$ cat config.mk
export PLATFORM = sky130hd
export DESIGN_NAME = gregorian_date_add_days_flat
export DESIGN_NICKNAME = d
export VERILOG_FILES = /design/src/rtl/core/gda_pkg.sv /design/src/rtl/core/gda_in_if.sv /design/src/rtl/core/gda_out_if.sv /design/src/rtl/core/gda_datapath.sv /design/src/rtl/core/gda_ctrl.sv /design/src/rtl/core/gregorian_date_add_days.sv /design/src/flat_wrapper.sv
export SDC_FILE = /design/constraint.sdc
export NUM_CORES = 1
export LEC_CHECK = 0
export ABC_CLOCK_PERIOD_IN_PS = 4800
export BUFFER_PORTS_ARGS = -buffer_cell sky130_fd_sc_hd__buf_4
export CAP_MARGIN = 20
export CORE_UTILIZATION = 40
export CTS_CLUSTER_SIZE = 40
export DETAILED_ROUTE_END_ITERATION = 6
export MAX_ROUTING_LAYER = met4
export PLACE_DENSITY = 0.55
export SLEW_MARGIN = 20
export SYNTH_ARGS = -nofsm -noshare
export SYNTH_HDL_FRONTEND = slang
export SYNTH_HIERARCHICAL = 1
export SYNTH_SLANG_ARGS = --single-unit
$ cat constraint.sdc
create_clock -name i_clk -period 4.8 [get_ports i_clk]
set_input_delay 0.96 -clock i_clk [delete_from_list [all_inputs] [get_ports i_clk]]
set_output_delay 0.96 -clock i_clk [all_outputs]
set_load 0.05 [all_outputs]
$ cat src/rtl/core/gda_pkg.sv
// types, constants and calendar functions shared by the date-add block
// no dependencies

package gda_pkg;

    localparam int unsigned YEAR_W  = 14;
    localparam int unsigned MONTH_W = 4;
    localparam int unsigned DAY_W   = 5;
    localparam int unsigned ADD_W   = 14;
    localparam int unsigned IYEAR_W = 15;
    localparam int unsigned REM_W   = 15;
    localparam int unsigned Y400_W  = 9;
    localparam int unsigned YLEN_W  = 9;
    localparam int unsigned SHIFT_W = 3;

    localparam logic [SHIFT_W-1:0] MOD_TOP_SHIFT = 3'd5;
    localparam logic [REM_W-1:0]   CYCLE_400     = 15'd400;
    localparam logic [Y400_W-1:0]  Y400_LAST     = 9'd399;
    localparam logic [Y400_W-1:0]  Y400_100      = 9'd100;
    localparam logic [Y400_W-1:0]  Y400_200      = 9'd200;
    localparam logic [Y400_W-1:0]  Y400_300      = 9'd300;
    localparam logic [MONTH_W-1:0] MONTH_JAN     = 4'd1;
    localparam logic [MONTH_W-1:0] MONTH_FEB     = 4'd2;
    localparam logic [MONTH_W-1:0] MONTH_DEC     = 4'd12;

    typedef enum logic [4:0] {
        S_IDLE  = 5'b00001,
        S_MOD   = 5'b00010,
        S_DOY   = 5'b00100,
        S_YEAR  = 5'b01000,
        S_MONTH = 5'b10000
    } t_state;

    typedef struct packed {
        logic               load;
        logic               mod_step;
        logic [SHIFT_W-1:0] mod_shift;
        logic               doy;
        logic               year_step;
        logic               month_step;
        logic               out_load;
    } t_dp_cmd;

    typedef struct packed {
        logic year_fits;
        logic month_fits;
    } t_dp_sts;

    // month length, zero outside january..december
    function automatic logic [DAY_W-1:0] month_len(input logic [MONTH_W-1:0] m,
                                                    input logic leap);
        logic [DAY_W-1:0] len;
        unique case (m)
            4'd1, 4'd3, 4'd5, 4'd7, 4'd8, 4'd10, 4'd12: len = 5'd31;
            4'd4, 4'd6, 4'd9, 4'd11:                     len = 5'd30;
            MONTH_FEB:                                   len = leap ? 5'd29 : 5'd28;
            default:                                     len = 5'd0;
        endcase
        return len;
    endfunction

    // days in the months before m, months past december add nothing
    function automatic logic [YLEN_W-1:0] days_before(input logic [MONTH_W-1:0] m,
                                                      input logic leap);
        logic [YLEN_W-1:0] base;
        unique case (m)
            4'd0, 4'd1: base = 9'd0;
            4'd2:       base = 9'd31;
            4'd3:       base = 9'd59;
            4'd4:       base = 9'd90;
            4'd5:       base = 9'd120;
            4'd6:       base = 9'd151;
            4'd7:       base = 9'd181;
            4'd8:       base = 9'd212;
            4'd9:       base = 9'd243;
            4'd10:      base = 9'd273;
            4'd11:      base = 9'd304;
            4'd12:      base = 9'd334;
            default:    base = 9'd365;
        endcase
        return base + YLEN_W'(leap && (m > MONTH_FEB));
    endfunction

endpackage

$ cat src/rtl/core/gda_in_if.sv
// request channel carrying the start date and day count
// depends on gda_pkg

interface gda_in_if import gda_pkg::*; ();
    logic               valid;
    logic               ready;
    logic [YEAR_W-1:0]  start_year;
    logic [MONTH_W-1:0] start_month;
    logic [DAY_W-1:0]   start_day;
    logic [ADD_W-1:0]   days_to_add;

    modport source (output valid, start_year, start_month, start_day, days_to_add,
                    input ready);
    modport sink (input valid, start_year, start_month, start_day, days_to_add,
                  output ready);
endinterface

$ cat src/rtl/core/gda_out_if.sv
// result channel carrying the end date
// depends on gda_pkg

interface gda_out_if import gda_pkg::*; ();
    logic               valid;
    logic               ready;
    logic [YEAR_W-1:0]  end_year;
    logic [MONTH_W-1:0] end_month;
    logic [DAY_W-1:0]   end_day;

    modport source (output valid, end_year, end_month, end_day, input ready);
    modport sink (input valid, end_year, end_month, end_day, output ready);
endinterface

$ cat src/rtl/core/gda_datapath.sv
// date-add datapath: year mod 400 unit, day-of-year adder, year/month walk
// and result register; depends on gda_pkg

module gda_datapath import gda_pkg::*; (
    input  logic               i_clk,
    input  logic [YEAR_W-1:0]  i_start_year,
    input  logic [MONTH_W-1:0] i_start_month,
    input  logic [DAY_W-1:0]   i_start_day,
    input  logic [ADD_W-1:0]   i_days_to_add,
    input  t_dp_cmd            i_cmd,
    output t_dp_sts            o_sts,
    output logic [YEAR_W-1:0]  o_end_year,
    output logic [MONTH_W-1:0] o_end_month,
    output logic [DAY_W-1:0]   o_end_day
);

    logic [IYEAR_W-1:0] r_year, n_year;
    logic [MONTH_W-1:0] r_month, n_month;
    logic [REM_W-1:0]   r_mod, n_mod;
    logic [REM_W-1:0]   r_rem, n_rem;
    logic [MONTH_W-1:0] r_m, n_m;
    logic [YEAR_W-1:0]  r_end_year;
    logic [MONTH_W-1:0] r_end_month;
    logic [DAY_W-1:0]   r_end_day;

    logic [Y400_W-1:0]  y400;
    logic               leap;
    logic [YLEN_W-1:0]  year_len;
    logic [DAY_W-1:0]   cur_len;
    logic [REM_W-1:0]   mod_sub;
    logic [Y400_W-1:0]  y400_inc;

    assign y400     = r_mod[Y400_W-1:0];
    assign leap     = (r_year[1:0] == 2'b00) && (y400 != Y400_100) &&
                      (y400 != Y400_200) && (y400 != Y400_300);
    assign year_len = 9'd365 + YLEN_W'(leap);
    assign cur_len  = month_len(r_m, leap);
    assign mod_sub  = CYCLE_400 << i_cmd.mod_shift;
    assign y400_inc = (y400 == Y400_LAST) ? '0 : y400 + 9'd1;

    assign o_sts.year_fits  = r_rem <= REM_W'(year_len);
    assign o_sts.month_fits = REM_W'(cur_len) >= r_rem;

    always_comb begin
        n_year  = r_year;
        n_month = r_month;
        n_mod   = r_mod;
        n_rem   = r_rem;
        n_m     = r_m;
        priority if (i_cmd.load) begin
            n_year  = {1'b0, i_start_year};
            n_month = i_start_month;
            n_mod   = {1'b0, i_start_year};
            n_rem   = REM_W'(i_start_day) + REM_W'(i_days_to_add);
            n_m     = MONTH_JAN;
        end else if (i_cmd.mod_step) begin
            if (r_mod >= mod_sub) begin
                n_mod = r_mod - mod_sub;
            end
        end else if (i_cmd.doy) begin
            n_rem = r_rem + REM_W'(days_before(r_month, leap));
        end else if (i_cmd.year_step) begin
            n_rem  = r_rem - REM_W'(year_len);
            n_year = r_year + 15'd1;
            n_mod  = REM_W'(y400_inc);
        end else if (i_cmd.month_step) begin
            n_rem = r_rem - REM_W'(cur_len);
            if (r_m == MONTH_DEC) begin
                n_m    = MONTH_JAN;
                n_year = r_year + 15'd1;
                n_mod  = REM_W'(y400_inc);
            end else begin
                n_m = r_m + 4'd1;
            end
        end
    end

    always_ff @(posedge i_clk) begin
        r_year  <= n_year;
        r_month <= n_month;
        r_mod   <= n_mod;
        r_rem   <= n_rem;
        r_m     <= n_m;
        if (i_cmd.out_load) begin
            r_end_year  <= r_year[YEAR_W-1:0];
            r_end_month <= r_m;
            r_end_day   <= r_rem[DAY_W-1:0];
        end
    end

    assign o_end_year  = r_end_year;
    assign o_end_month = r_end_month;
    assign o_end_day   = r_end_day;

endmodule

$ cat src/rtl/core/gda_ctrl.sv
// date-add controller: sequences load, mod 400 steps, day of year, walk
// and result hand-off; depends on gda_pkg

module gda_ctrl import gda_pkg::*; (
    input  logic    i_clk,
    input  logic    i_rst_n,
    input  logic    i_in_valid,
    output logic    o_in_ready,
    output logic    o_out_valid,
    input  logic    i_out_ready,
    input  t_dp_sts i_sts,
    output t_dp_cmd o_cmd
);

    t_state             r_state, n_state;
    logic [SHIFT_W-1:0] r_cnt, n_cnt;
    logic               r_out_valid, n_out_valid;
    logic               out_free;

    assign out_free   = !r_out_valid || i_out_ready;
    assign o_in_ready = (r_state == S_IDLE);

    always_comb begin
        n_state = r_state;
        n_cnt   = r_cnt;
        o_cmd   = '0;
        o_cmd.mod_shift = r_cnt;
        unique case (r_state)
            S_IDLE: begin
                if (i_in_valid) begin
                    o_cmd.load = 1'b1;
                    n_cnt      = MOD_TOP_SHIFT;
                    n_state    = S_MOD;
                end
            end
            S_MOD: begin
                o_cmd.mod_step = 1'b1;
                if (r_cnt == '0) begin
                    n_state = S_DOY;
                end else begin
                    n_cnt = r_cnt - 3'd1;
                end
            end
            S_DOY: begin
                o_cmd.doy = 1'b1;
                n_state   = S_YEAR;
            end
            S_YEAR: begin
                if (i_sts.year_fits) begin
                    n_state = S_MONTH;
                end else begin
                    o_cmd.year_step = 1'b1;
                end
            end
            S_MONTH: begin
                if (!i_sts.month_fits) begin
                    o_cmd.month_step = 1'b1;
                end else if (out_free) begin
                    o_cmd.out_load = 1'b1;
                    n_state        = S_IDLE;
                end
            end
            default: begin
                n_state = S_IDLE;
            end
        endcase
    end

    always_comb begin
        n_out_valid = r_out_valid;
        if (o_cmd.out_load) begin
            n_out_valid = 1'b1;
        end else if (i_out_ready) begin
            n_out_valid = 1'b0;
        end
    end

    always_ff @(posedge i_clk) begin
        if (!i_rst_n) begin
            r_state     <= S_IDLE;
            r_cnt       <= '0;
            r_out_valid <= 1'b0;
        end else begin
            r_state     <= n_state;
            r_cnt       <= n_cnt;
            r_out_valid <= n_out_valid;
        end
    end

    assign o_out_valid = r_out_valid;

endmodule

$ cat src/rtl/core/gregorian_date_add_days.sv
// Gregorian date advance: one request (start date, days to add) gives one end
// date. From acceptance to result it loads, reduces the year mod 400 in six
// steps, forms the day of the year, steps whole years (at most 45) until the
// year fits, steps months (at most 11) through the final year, and loads the
// result register, which waits for as long as the previous result is still
// held there. A new request is taken as soon as the previous result is in the
// output register, even while that result waits to be taken. Month 0 and
// months above 12 are accepted and handled as the plain month table extended
// with zero-day months.
// Depends on gda_pkg, gda_in_if, gda_out_if, gda_ctrl and gda_datapath.

module gregorian_date_add_days import gda_pkg::*; (
    input  logic    i_clk,
    input  logic    i_rst_n,
    gda_in_if.sink  i_req,
    gda_out_if.source o_res
);

    t_dp_cmd cmd;
    t_dp_sts sts;

    gda_ctrl u_ctrl (
        .i_clk       (i_clk),
        .i_rst_n     (i_rst_n),
        .i_in_valid  (i_req.valid),
        .o_in_ready  (i_req.ready),
        .o_out_valid (o_res.valid),
        .i_out_ready (o_res.ready),
        .i_sts       (sts),
        .o_cmd       (cmd)
    );

    gda_datapath u_dp (
        .i_clk         (i_clk),
        .i_start_year  (i_req.start_year),
        .i_start_month (i_req.start_month),
        .i_start_day   (i_req.start_day),
        .i_days_to_add (i_req.days_to_add),
        .i_cmd         (cmd),
        .o_sts         (sts),
        .o_end_year    (o_res.end_year),
        .o_end_month   (o_res.end_month),
        .o_end_day     (o_res.end_day)
    );

    a_cmd_onehot: assert property (@(posedge i_clk) disable iff (!i_rst_n)
        $onehot0({cmd.load, cmd.mod_step, cmd.doy, cmd.year_step, cmd.month_step,
                  cmd.out_load}))
        else $error("datapath commands overlap");

    a_busy_after_accept: assert property (@(posedge i_clk) disable iff (!i_rst_n)
        (i_req.valid && i_req.ready) |=> !i_req.ready)
        else $error("request accepted while busy");

    a_result_follows_load: assert property (@(posedge i_clk) disable iff (!i_rst_n)
        cmd.out_load |=> o_res.valid)
        else $error("result register loaded without valid");

    a_month_range: assert property (@(posedge i_clk) disable iff (!i_rst_n)
        o_res.valid |-> (o_res.end_month >= MONTH_JAN && o_res.end_month <= MONTH_DEC))
        else $error("end month out of range");

endmodule

$ cat src/flat_wrapper.sv
// flat-port wrapper written by rule: the top's interface ports become plain ports
module gregorian_date_add_days_flat import gda_pkg::*;
  (i_clk, i_rst_n, i_req_valid, i_req_start_year, i_req_start_month, i_req_start_day, i_req_days_to_add, i_req_ready, o_res_valid, o_res_end_year, o_res_end_month, o_res_end_day, o_res_ready);
  gda_in_if i_req_i ();
  gda_out_if o_res_i ();
  input  logic i_clk;
  input  logic i_rst_n;
  input wire logic [$bits(i_req_i.valid)-1:0] i_req_valid;
  input wire logic [$bits(i_req_i.start_year)-1:0] i_req_start_year;
  input wire logic [$bits(i_req_i.start_month)-1:0] i_req_start_month;
  input wire logic [$bits(i_req_i.start_day)-1:0] i_req_start_day;
  input wire logic [$bits(i_req_i.days_to_add)-1:0] i_req_days_to_add;
  output wire logic [$bits(i_req_i.ready)-1:0] i_req_ready;
  output wire logic [$bits(o_res_i.valid)-1:0] o_res_valid;
  output wire logic [$bits(o_res_i.end_year)-1:0] o_res_end_year;
  output wire logic [$bits(o_res_i.end_month)-1:0] o_res_end_month;
  output wire logic [$bits(o_res_i.end_day)-1:0] o_res_end_day;
  input wire logic [$bits(o_res_i.ready)-1:0] o_res_ready;
  assign i_req_i.valid = i_req_valid;
  assign i_req_i.start_year = i_req_start_year;
  assign i_req_i.start_month = i_req_start_month;
  assign i_req_i.start_day = i_req_start_day;
  assign i_req_i.days_to_add = i_req_days_to_add;
  assign i_req_ready = i_req_i.ready;
  assign o_res_valid = o_res_i.valid;
  assign o_res_end_year = o_res_i.end_year;
  assign o_res_end_month = o_res_i.end_month;
  assign o_res_end_day = o_res_i.end_day;
  assign o_res_i.ready = o_res_ready;
  gregorian_date_add_days u_core (.i_clk(i_clk), .i_rst_n(i_rst_n), .i_req(i_req_i), .o_res(o_res_i));
endmodule
==> results of run 1 <==
[sequential cells by signal (all words and copies together) (netlist names), named ones only]
name,count
u_core/u_dp/o_end_day,5
u_core/u_dp/o_end_month,4
u_core/u_ctrl/o_out_valid,1
u_core/u_dp/r_mod,15
u_core/u_ctrl/r_cnt,3
u_core/u_dp/r_year,14
u_core/u_ctrl/r_state,5
u_core/u_dp/r_month,4
u_core/u_dp/r_m,4
u_core/u_dp/o_end_year,14
u_core/u_dp/r_rem,15
[worst paths after layout]
path / from / end
max reg2reg: u_core/u_dp/r_mod[3] / u_core/u_dp/r_rem[9]
min reg2reg: u_core/u_dp/r_year[7] / u_core/u_dp/o_end_year[7]
min: u_core/u_dp/r_year[7] / u_core/u_dp/o_end_year[7]
max: u_core/u_dp/r_mod[3] / u_core/u_dp/r_rem[9]
[cells in the final DEF, fill, tap and decap left out, drive strengths merged, types with 10 or more instances in the layout]
cell type  instances
clkbuf            10
nor2b             10
mux2i             10
edfxtp            70
nand2b            14
nor3              17
a21oi             51
xor2              17
mux2              11
o211ai            10
nand2             65
buf               75
nor2              50
and3              15
xnor2             34
ha                59
inv               40
o21ai             47
dfxtp             23
a211oi            11
nand3             28
a21o              13
[layer usage]
metal  part of all wire [%]  wire length [um]  track usage [%]
met3                    2.5               427             2.36
met1                     44              7460             23.2
met5                      0                 0                -
met2                     51              8620             36.5
met4                    2.1               352             8.08
[Yosys cell counts (all sizes together), types with 3 or more instances]
library cell / number / area share (%)
o31a: 3 / 0.38
nor4bb: 3 / 0.43
nor3: 17 / 1.2
o31ai: 8 / 0.87
o21bai: 3 / 0.33
clkbuf: 21 / 1.1
and2: 7 / 0.67
a31oi: 3 / 0.27
or3: 3 / 0.34
mux2: 11 / 1.8
mux2i: 10 / 1.4
o211ai: 10 / 1.1
nand3b: 3 / 0.33
ha: 59 / 11
nand2: 65 / 3.5
fa: 4 / 1.2
xnor2: 34 / 4.3
o41ai: 3 / 0.38
nor4: 3 / 0.27
a211o: 3 / 0.38
o2111ai: 5 / 0.63
a211oi: 11 / 1.3
nand4: 7 / 0.63
and3: 15 / 1.4
nor2: 50 / 2.7
nand3: 28 / 2.0
a21boi: 6 / 0.65
o21a: 8 / 0.87
inv: 39 / 2.1
nor2b: 10 / 0.90
or2: 5 / 0.45
dfxtp: 23 / 6.7
or4: 6 / 0.76
xor2: 17 / 2.2
o21ai: 47 / 3.5
a21o: 13 / 1.4
nand2b: 14 / 1.3
a21oi: 51 / 3.7
buf: 8 / 0.72
a41oi: 3 / 0.38
edfxtp: 70 / 30
[final cells by class]
type | instances | area, sq um | area share (%)
Tap cell | 220 | 275 | 3.46
Clock inverter | 6 | 60.1 | 0.756
Sequential cell | 93 | 2560 | 32.2
Timing Repair Buffer | 75 | 563 | 7.08
Clock buffer | 10 | 239 | 3.01
Multi-Input combinational cell | 579 | 4100 | 51.6
Inverter | 39 | 146 | 1.84
[kinds of logic after synthesis]
| family | count (synthesis) | share of synthesized area, % |
|---|---|---|
| xor gates and xnor gates | 51 | 6.46 |
| DFF | 93 | 37.0 |
| AOI/OAI and AO/OA | 199 | 19.1 |
| buffers and inverters | 68 | 3.98 |
| and+or+nand+nor | 244 | 18.1 |
| muxes | 22 | 3.56 |
| adders and majority gates | 63 | 11.8 |
[power groups by stage]
stage / Combinational, mW / Clock (mW) / Sequential (mW)
floorplan: 0.685 / 0 / 1.05
global placement: 0.867 / 0 / 1.10
detailed placement: 0.874 / 0 / 1.10
CTS: 0.879 / 0.761 / 1.08
global route: 0.984 / 0.786 / 1.10
finish: 0.873 / 0.742 / 1.08
[per-stage QoR]
stage | cell area [sq um] | utilization (%)
global route | 7950 | 47.4
CTS | 7940 | 47.4
global placement | 7640 | 45.6
floorplan | 6920 | -
finish | 7950 | 47.4
detailed placement | 7640 | 45.6
[timing repair]
| action | 4_1_cts | 5_1_grt |
|---|---|---|
| setup endpoints to repair | 0 | 15 |
| gates resized for setup | 0 | 3 |
| setup buffers | 0 | 0 |
| hold buffers | 0 | 0 |
| hold endpoints to repair | 0 | 0 |
==> flow_summary.yaml, run 1 <==
placement:
  pre_cts_ws_ns: 0.214
  gp_congestion: 0.916
  dpl.hpwl_um: 12900
  port_buffers: 65
  dp_cells: 1006
synthesis:
  ys_ff_latch: 93
  synth-edff-count: 70
  syn_area_sq_mm: 0.00692
  syn_inst: 740
  ys_seq_area_share_pct: 37.0
  avgSynthCellArea_sq_um: 9.35
  synthFlopType: "edfxtp_1"
  yosysWarnings: 6
  synth_cell_types: 80
  async_reset_ff_share_pct: 0
  syn-num-nets: 844
pwr:
  p_switching_mw: 0.913
  powerDensity_mw_per_mm2: 340
  p_comb_share_pct: 32.4
  switching_share_pct: 33.8
  internal-power_mw: 1.79
  irDropWorstVdd_v: 0.000195
  fin_total_pwr_mw: 2.70
  clkPwrFrac_pct: 27.5
  power.leakage_nw: 3.11
  sequentialPowerShare_pct: 40.1
timing:
  relSlewSlack_pct: 52.7
  setup_tns_ns: 0
  post-route-min-period_ns: 4.29
  tightest_slew_ns: 0.690
  fmax_mhz: 233
  rsz0062_at_grt: "no"
  slew_violations: 0
  finClkSkew_ns: 0.0102
  min_period_over_period_pct: 89.5
  hold_viol_final: 0
  finalWorstSetupSlack_ns: 0.506
  setup_violations: 0
  hold_ws_ns: 0.463
cts:
  clock_tree.root_cell: "clkbuf_16"
  numCtsBuffers: 9
  clock_sinks: 93
  cts_tree: "done"
  cts_max_path_buffers: 2
  cts_max_level: 3
  clk_latency_ns: 0.36
  path_clk_slew_ns: 0.07
setup_path:
  cp_num_cells: 17
  startpoint_type: "flip-flop"
  cp_common_cell: "o21ai_1"
  worstPathArrival_ns: 4.41
  critical_path.cell_chain: "nor4bb_1 -> o21ai_1 -> o41ai_1 -> a31o_2 -> ha_1 -> nor2b_1 -> o21ai_1 -> a211oi_1 -> o211ai_1 -> nand2b_1 -> a21oi_1 -> nor2_2 -> or4_4 -> o21ai_2 -> o32ai_1 -> xnor2_1 -> mux2_2"
  ff2ff_path_depth: 17
  cp_max_fo: 15
  slowest_stage: "or4_4"
  cp_top_family: "compound AO/OA/AOI/OAI gates"
  critPathMaxStageDelay_ns: 0.55
  crit_type: "reg2reg"
  worstPathRequired_ns: 4.91
  worst-path-buf-inv: 0
  cp-end-kind: "flip-flop"
  r2r_slack_ns: 0.51
floorplan:
  core_area_sq_mm: 0.0168
  die-area_sq_mm: 0.0178
  fp.dieW_um: 133
  io_pins: 66
  rows: 47
  chipHeight_um: 133
  start_util_pct: 41.3
final_layout:
  fin_cells: 1022
  final_layout_size_suffix_gt1_share_pct: 15.6
  diodes: 0
  fin_nets: 901
  fillers: 1632
  syn_to_final_growth_pct: 14.9
detailed_routing:
  first_pass_iters: 7
  antenna_left: 0
  drt-total-wl_um: 16900
  first_iter_violations: 352
  drc: 0
  vias: 5679
  avgViaCountPerCell: 5.56
  detail_route.wl_per_cell_um: 16.5
global_routing:
  grt_first_pass_wirelength_um: 27900
  globalRouteOverflowTotal: 0
  antenna_found_initial: 0
  grtUsageTotal_pct: 20.4
  grt_pass1_vias: 5653
  grt_max_degree: 30
worst_hold_path:
  min_path_type: "reg2reg"
  whs_path_depth: 0
outcome:
  outcome: "completed"
job:
  max_cap_violations: 0
Note: power is estimated with default switching activity, not from simulation.
==> run 2, diff against run 1 <==
--- a/config.mk
+++ b/config.mk
@@ -11,7 +11,6 @@
 export CORE_UTILIZATION = 40
 export CTS_CLUSTER_SIZE = 40
 export DETAILED_ROUTE_END_ITERATION = 6
-export MAX_ROUTING_LAYER = met4
 export PLACE_DENSITY = 0.55
 export SLEW_MARGIN = 20
 export SYNTH_ARGS = -nofsm -noshare
==> run 2 against run 1 <==
Against the previous run: power up 2.0%; non-clock buffer count up 1; cell area grew 0.43%; critical path depth is 1 higher; wire length grew 2.8%; core utilization increased by 0.20 points; sequential share of layout area fell by 0.14 points; largest power group unchanged; highest routed layer unchanged.
==> flow_summary.yaml, run 2 (synthesized netlist as in run 1, its figures left out) <==
outcome:
  outcome: "completed"
final_layout:
  fin_nets: 902
  layout_common_cells: "buf_4, edfxtp_1, nand2_1"
  syn_to_final_growth_pct: 15.4
  final_common_cell: "buf_4"
  final_layout_size_suffix_gt1_share_pct: 15.6
  diodes: 0
  fillers: 1633
  top_regs: "u_core/u_dp/r_mod (15), u_core/u_dp/r_rem (15)"
setup_path:
  cp-end-kind: "flip-flop"
  cp_max_fo: 15
  cp_top_family: "simple AND/OR/NAND/NOR gates"
  worst-path-buf-inv: 0
  critPathMaxStageDelay_ns: 0.60
  critical_path.cell_chain: "nor4bb_1 -> o21ai_1 -> o41ai_1 -> a31o_2 -> ha_1 -> nor2b_1 -> o21ai_1 -> a211oi_1 -> o211ai_1 -> nand2b_1 -> a21oi_1 -> nor2_2 -> nor2_1 -> nand2_1 -> nor3_1 -> or4_1 -> a32oi_1 -> o21ai_1"
  crit_type: "reg2reg"
  cp_common_cell: "o21ai_1"
  ff2ff_path_depth: 18
  worstPathRequired_ns: 4.90
  slowest_stage: "nor2_2"
  r2r_end: "u_core/u_dp/r_rem[8]"
  r2r_slack_ns: 0.47
  r2r_start: "u_core/u_dp/r_mod[7]"
  startpoint_type: "flip-flop"
  worstPathArrival_ns: 4.42
detailed_routing:
  detail_route.wl_per_cell_um: 17.0
  drt-total-wl_um: 17300
  vias: 5697
  first_iter_violations: 333
  first_pass_iters: 4
  antenna_left: 0
  drc: 0
  avgViaCountPerCell: 5.57
pwr:
  p_switching_mw: 0.921
  irDropWorstVdd_v: 0.000171
  internal-power_mw: 1.83
  powerDensity_mw_per_mm2: 345
  sequentialPowerShare_pct: 39.4
  switching_share_pct: 33.5
  clkPwrFrac_pct: 28.3
  power.leakage_nw: 3.12
  p_comb_share_pct: 32.2
global_routing:
  busiest_layer: "met2"
  grt_first_pass_wirelength_um: 28500
  grt_pass1_vias: 5674
  grt_use_met2_pct: 37.6
  globalRouteOverflowTotal: 0
  use_met3_pct: 3.20
  grt_max_degree: 31
  grtUsageTotal_pct: 20.3
  grt_use_met1_pct: 23.7
  antenna_found_initial: 0
timing:
  slew_violations: 0
  hold_viol_final: 0
  setup_violations: 0
  rsz0062_at_grt: "no"
  finClkSkew_ns: 0.0128
  fmax_mhz: 231
  hold_ws_ns: 0.461
  post-route-min-period_ns: 4.33
  min_period_over_period_pct: 90.1
  relSlewSlack_pct: 53.3
  setup_tns_ns: 0
  tightest_slew_ns: 0.681
cts:
  path_clk_slew_ns: 0.07
  cts_max_path_buffers: 2
  clk_latency_ns: 0.35
  numCtsBuffers: 9
  cts_tree: "done"
  cts_max_level: 3
  clock_tree.root_cell: "clkbuf_16"
  ctsHoldBuffers: 0
  clock_sinks: 93
worst_hold_path:
  whs_path_depth: 0
  min_path_type: "reg2reg"
  holdPathEnd: "u_core/u_dp/o_end_year[7]"
  hold_start: "u_core/u_dp/r_year[7]"
floorplan:
  core_area_sq_mm: 0.0168
  chipHeight_um: 133
  rows: 47
  io_pins: 66
  fp.dieW_um: 133
  start_util_pct: 41.3
  die-area_sq_mm: 0.0178
placement:
  dpl.hpwl_um: 13200
  gp_congestion: 0.899
  port_buffers: 65
job:
  max_cap_violations: 0
-- run 2: power by group through the flow --
stage	logic (mW)	registers [mW]	clock network, mW
after CTS	0.889	1.08	0.803
after detailed placement	0.882	1.10	0
final	0.887	1.08	0.780
after floorplan	0.685	1.05	0
after global routing	0.993	1.10	0.831
after global placement	0.870	1.10	0
-- run 2: final cells by class --
cell class | instances | area (sq um) | area share, %
clock inverter | 5 | 83.8 | 1.05
clock buffer | 11 | 233 | 2.92
tap | 220 | 275 | 3.45
multi-input combinational | 579 | 4110 | 51.5
sequential | 93 | 2560 | 32.1
timing repair buffer | 76 | 571 | 7.15
inverter | 39 | 146 | 1.83
-- run 2: how the worst max path moves through the flow --
stage | startpoint | end | slack [ns] | depth (start not counted)
floorplan | u_core/u_dp/r_mod[2] | u_core/u_dp/r_year[0] | 0.43 | 18
global placement | u_core/u_dp/r_m[0] | u_core/u_dp/r_mod[12] | 0.43 | 19
detailed placement | u_core/u_dp/r_m[0] | u_core/u_dp/r_mod[13] | 0.24 | 19
CTS | u_core/u_dp/r_m[0] | u_core/u_dp/r_mod[8] | 0.22 | 19
global route | u_core/u_dp/r_m[0] | u_core/u_dp/r_mod[13] | 0.08 | 19
finish | u_core/u_dp/r_mod[7] | u_core/u_dp/r_rem[8] | 0.47 | 18
-- run 2: metrics by stage --
| step | util [%] | std cells | power, mW | setup slack [ns] | instance area (sq um) |
|---|---|---|---|---|---|
| 2_1_floorplan | - | 740 | 1.74 | 0.432 | 6920 |
| 3_3_place_gp | 45.6 | 1007 | 1.97 | 0.433 | 7650 |
| 3_5_place_dp | 45.6 | 1007 | 1.98 | 0.242 | 7650 |
| 4_1_cts | 47.5 | 1023 | 2.78 | 0.216 | 7960 |
| 5_1_grt | 47.6 | 1023 | 2.92 | 0.0787 | 7980 |
| 6_report | 47.6 | 1023 | 2.75 | 0.474 | 7980 |
-- run 2: timing repair --
action / 4_1_cts / 5_1_grt
resized for setup: 0 / 4
setup buffers: 0 / 0
setup endpoints to repair: 0 / 13
-- run 2: per-layer routing --
| layer | vias to the layer above | routed length, um |
|---|---|---|
| met5 | - | 0 |
| met4 | 0 | 304 |
| met3 | 20 | 528 |
| met2 | 108 | 9170 |
| met1 | 2716 | 7340 |
| li1 | 2853 | - |
-- run 2: worst reg2reg max path, stage by stage (launching register included) --
cell and delay (ns):
edfxtp_1 0.50, nor4bb_1 0.19, o21ai_1 0.15, o41ai_1 0.09
a31o_2 0.30, ha_1 0.30, nor2b_1 0.19, o21ai_1 0.12
a211oi_1 0.26, o211ai_1 0.12, nand2b_1 0.10, a21oi_1 0.11
nor2_2 0.60, nor2_1 0.11, nand2_1 0.09, nor3_1 0.05
or4_1 0.52, a32oi_1 0.20, o21ai_1 0.08
==> run 3, diff against run 2 <==
--- a/config.mk
+++ b/config.mk
@@ -5,13 +5,13 @@
 export SDC_FILE = /design/constraint.sdc
 export NUM_CORES = 1
 export LEC_CHECK = 0
-export ABC_CLOCK_PERIOD_IN_PS = 4800
+export ABC_CLOCK_PERIOD_IN_PS = 3700
 export BUFFER_PORTS_ARGS = -buffer_cell sky130_fd_sc_hd__buf_4
 export CAP_MARGIN = 20
 export CORE_UTILIZATION = 40
 export CTS_CLUSTER_SIZE = 40
 export DETAILED_ROUTE_END_ITERATION = 6
-export PLACE_DENSITY = 0.55
+export PLACE_DENSITY = 0.57
 export SLEW_MARGIN = 20
 export SYNTH_ARGS = -nofsm -noshare
 export SYNTH_HDL_FRONTEND = slang
==> constraint.sdc (replaced) <==
create_clock -name i_clk -period 3.7 [get_ports i_clk]
set_input_delay 0.74 -clock i_clk [delete_from_list [all_inputs] [get_ports i_clk]]
set_output_delay 0.74 -clock i_clk [all_outputs]
set_load 0.05 [all_outputs]
==> run 3 against run 2 <==
Against the previous run: die area unchanged; maximum frequency grew 8.3%; sequential power is 30% higher; power grew 46%; first-iteration DRC count up 11%; clock skew decreased by 0.0031 ns; the flow now finishes with violations (setup timing); via count increased by 8.2%; clock power grew 33%; worst setup slack lost 0.77 ns; core utilization increased by 8.0 points.
==> flow_summary.yaml, run 3 (synthesized netlist as in run 1, its figures left out) <==
worst_hold_path:
  min_path_type: "reg2reg"
pwr:
  clkPwrFrac_pct: 26.0
  internal-power_mw: 2.63
  sequentialPowerShare_pct: 34.9
  irDropWorstVdd_v: 0.000294
  switching_share_pct: 34.2
  fin_total_pwr_mw: 4.01
  powerDensity_mw_per_mm2: 430
  power.leakage_nw: 3.71
  p_switching_mw: 1.37
  p_comb_share_pct: 39.1
timing:
  tightest_slew_ns: 0.828
  relSlewSlack_pct: 44.6
  setup_violations: 36
  slew_violations: 0
  rsz0062_at_grt: "yes"
  post-route-min-period_ns: 3.99
  fmax_mhz: 250
  hold_viol_final: 0
  finClkSkew_ns: 0.00965
  min_period_over_period_pct: 108
  finalWorstSetupSlack_ns: -0.294
  hold_ws_ns: 0.459
setup_path:
  cp_common_cell: "o21ai_2"
  r2r_start: "u_core/u_dp/r_mod[7]"
  endpoint: "u_core/u_dp/r_year[2]"
  crit_type: "reg2reg"
  cp-end-kind: "flip-flop"
  startpoint: "u_core/u_dp/r_mod[7]"
  worstPathArrival_ns: 4.07
  critical_path.cell_chain: "nor4bb_2 -> o21ai_2 -> o41ai_4 -> a31o_4 -> inv_2 -> a311oi_2 -> a21oi_2 -> ha_2 -> nor2b_2 -> o31a_1 -> o21ai_2 -> and2_4 -> a31oi_4 -> nor3_4 -> nor2_4 -> a41oi_2 -> buf_4 -> o31ai_4 -> clkbuf_16"
  r2r_end: "u_core/u_dp/r_year[2]"
  cp_max_fo: 7
  r2r_slack_ns: -0.29
  critPathMaxStageDelay_ns: 0.47
  worstPathRequired_ns: 3.78
  slowest_stage: "edfxtp_1"
  ff2ff_path_depth: 19
  startpoint_type: "flip-flop"
final_layout:
  fillers: 1488
  fin_nets: 988
  top_regs: "u_core/u_dp/r_mod (15), u_core/u_dp/r_rem (15)"
  final_common_cell: "buf_4"
  layout_common_cells: "buf_4, edfxtp_1, nand2_1"
  syn_to_final_growth_pct: 34.8
  final_layout_size_suffix_gt1_share_pct: 32.4
  multiInputGateArea_sq_mm: 0.00468
  seq_area_sq_mm: 0.00256
  diodes: 0
detailed_routing:
  first_pass_iters: 5
  first_iter_violations: 368
  detail_route.wl_per_cell_um: 17.0
  antenna_left: 0
  vias: 6164
  avgViaCountPerCell: 5.56
  drc: 0
  drt-total-wl_um: 18900
global_routing:
  antenna_found_initial: 0
  grt_pass1_vias: 5983
  grt_first_pass_wirelength_um: 29300
  globalRouteOverflowTotal: 0
  grt_max_degree: 31
  grtUsageTotal_pct: 20.8
floorplan:
  rows: 47
  start_util_pct: 41.3
  fp.dieW_um: 133
  chipHeight_um: 133
  core_area_sq_mm: 0.0168
  io_pins: 66
  die-area_sq_mm: 0.0178
placement:
  dpl.hpwl_um: 13600
  gp_congestion: 0.878
  port_buffers: 65
cts:
  cts_max_path_buffers: 2
  clock_tree.root_cell: "clkbuf_16"
  cts_max_level: 3
  clock_sinks: 93
  numCtsBuffers: 9
  path_clk_slew_ns: 0.08
  ctsHoldBuffers: 0
  cts_tree: "done"
  clk_latency_ns: 0.36
outcome:
  outcome: "finished, violations left"
  violations: "setup timing"
job:
  max_cap_violations: 0
run 3: cell types whose count changed in the layout (fill, tap and decap cells not counted), sizes merged:
cell	change
buf	+84
clkbuf	+1
clkinv	+1
clkinvlp	-1
inv	+1
run 3: worst min path at each step:
| stage | end | cells past startpoint | from | slack [ns] |
|---|---|---|---|---|
| after CTS | u_core/u_dp/o_end_year[7] | 0 | u_core/u_dp/r_year[7] | 0.46 |
| final | u_core/u_dp/o_end_year[7] | 0 | u_core/u_dp/r_year[7] | 0.46 |
| after detailed placement | u_core/u_dp/o_end_year[7] | 0 | u_core/u_dp/r_year[7] | 0.44 |
| after global placement | u_core/u_dp/o_end_year[7] | 0 | u_core/u_dp/r_year[7] | 0.43 |
| after global routing | u_core/u_dp/o_end_year[7] | 0 | u_core/u_dp/r_year[7] | 0.48 |
| after floorplan | u_core/u_dp/o_end_month[3] | 0 | u_core/u_dp/r_m[3] | 0.41 |
run 3: power by group through the flow:
stage	Combinational (mW)	Clock [mW]	Sequential (mW)
6_report	1.57	1.04	1.40
2_1_floorplan	0.896	0	1.36
5_1_grt	1.72	1.10	1.41
3_3_place_gp	1.26	0	1.40
4_1_cts	1.39	1.07	1.38
3_5_place_dp	1.29	0	1.40
run 3: cell type report:
type                            instances  area share, %
Clock inverter                          6           1.03
Sequential cell                        93           27.5
Tap cell                              220           2.95
Multi-Input combinational cell        579           50.2
Clock buffer                           10           2.46
Inverter                               39           1.57
Timing Repair Buffer                  162           14.3
run 3: metal layers:
layer | track usage [%] | wire (um) | vias up | part of all wire (%)
met5 | 0 | 0 | - | 0
met2 | 37.9 | 9730 | 145 | 52
met4 | 5.74 | 382 | 0 | 2.0
met3 | 3.96 | 721 | 26 | 3.8
met1 | 24.7 | 8040 | 2970 | 43
li1 | - | - | 3023 | -
run 3: critical path, delay by kind of cell (launching register included):
kind	cells	cell delay (ns)
simple gates	5	0.91
compound gates	10	1.68
fa+ha+maj	1	0.19
flops	1	0.47
buf+inv	3	0.45
run 3: what timing repair did:
item,4_1_cts,5_1_grt
buffers inserted,11,14
hold endpoints to repair,0,0
gates resized for setup,41,74
gates cloned,0,2
pin swaps,23,47
endpoints found under the setup margin,43,85
run 3: metrics by stage:
step / worst slack [ns] / setup TNS (ns) / cells / util [%] / area, sq um
detailed placement: -0.245 / -7.11 / 1068 / 48.8 / 8190
finish: -0.294 / -7.24 / 1109 / 55.6 / 9320
global route: -0.439 / -15.91 / 1109 / 55.6 / 9320
floorplan: -0.0225 / -0.0225 / 740 / - / 6970
CTS: -0.0638 / -1.42 / 1095 / 52.5 / 8810
global placement: -0.0903 / -0.799 / 1068 / 48.8 / 8190
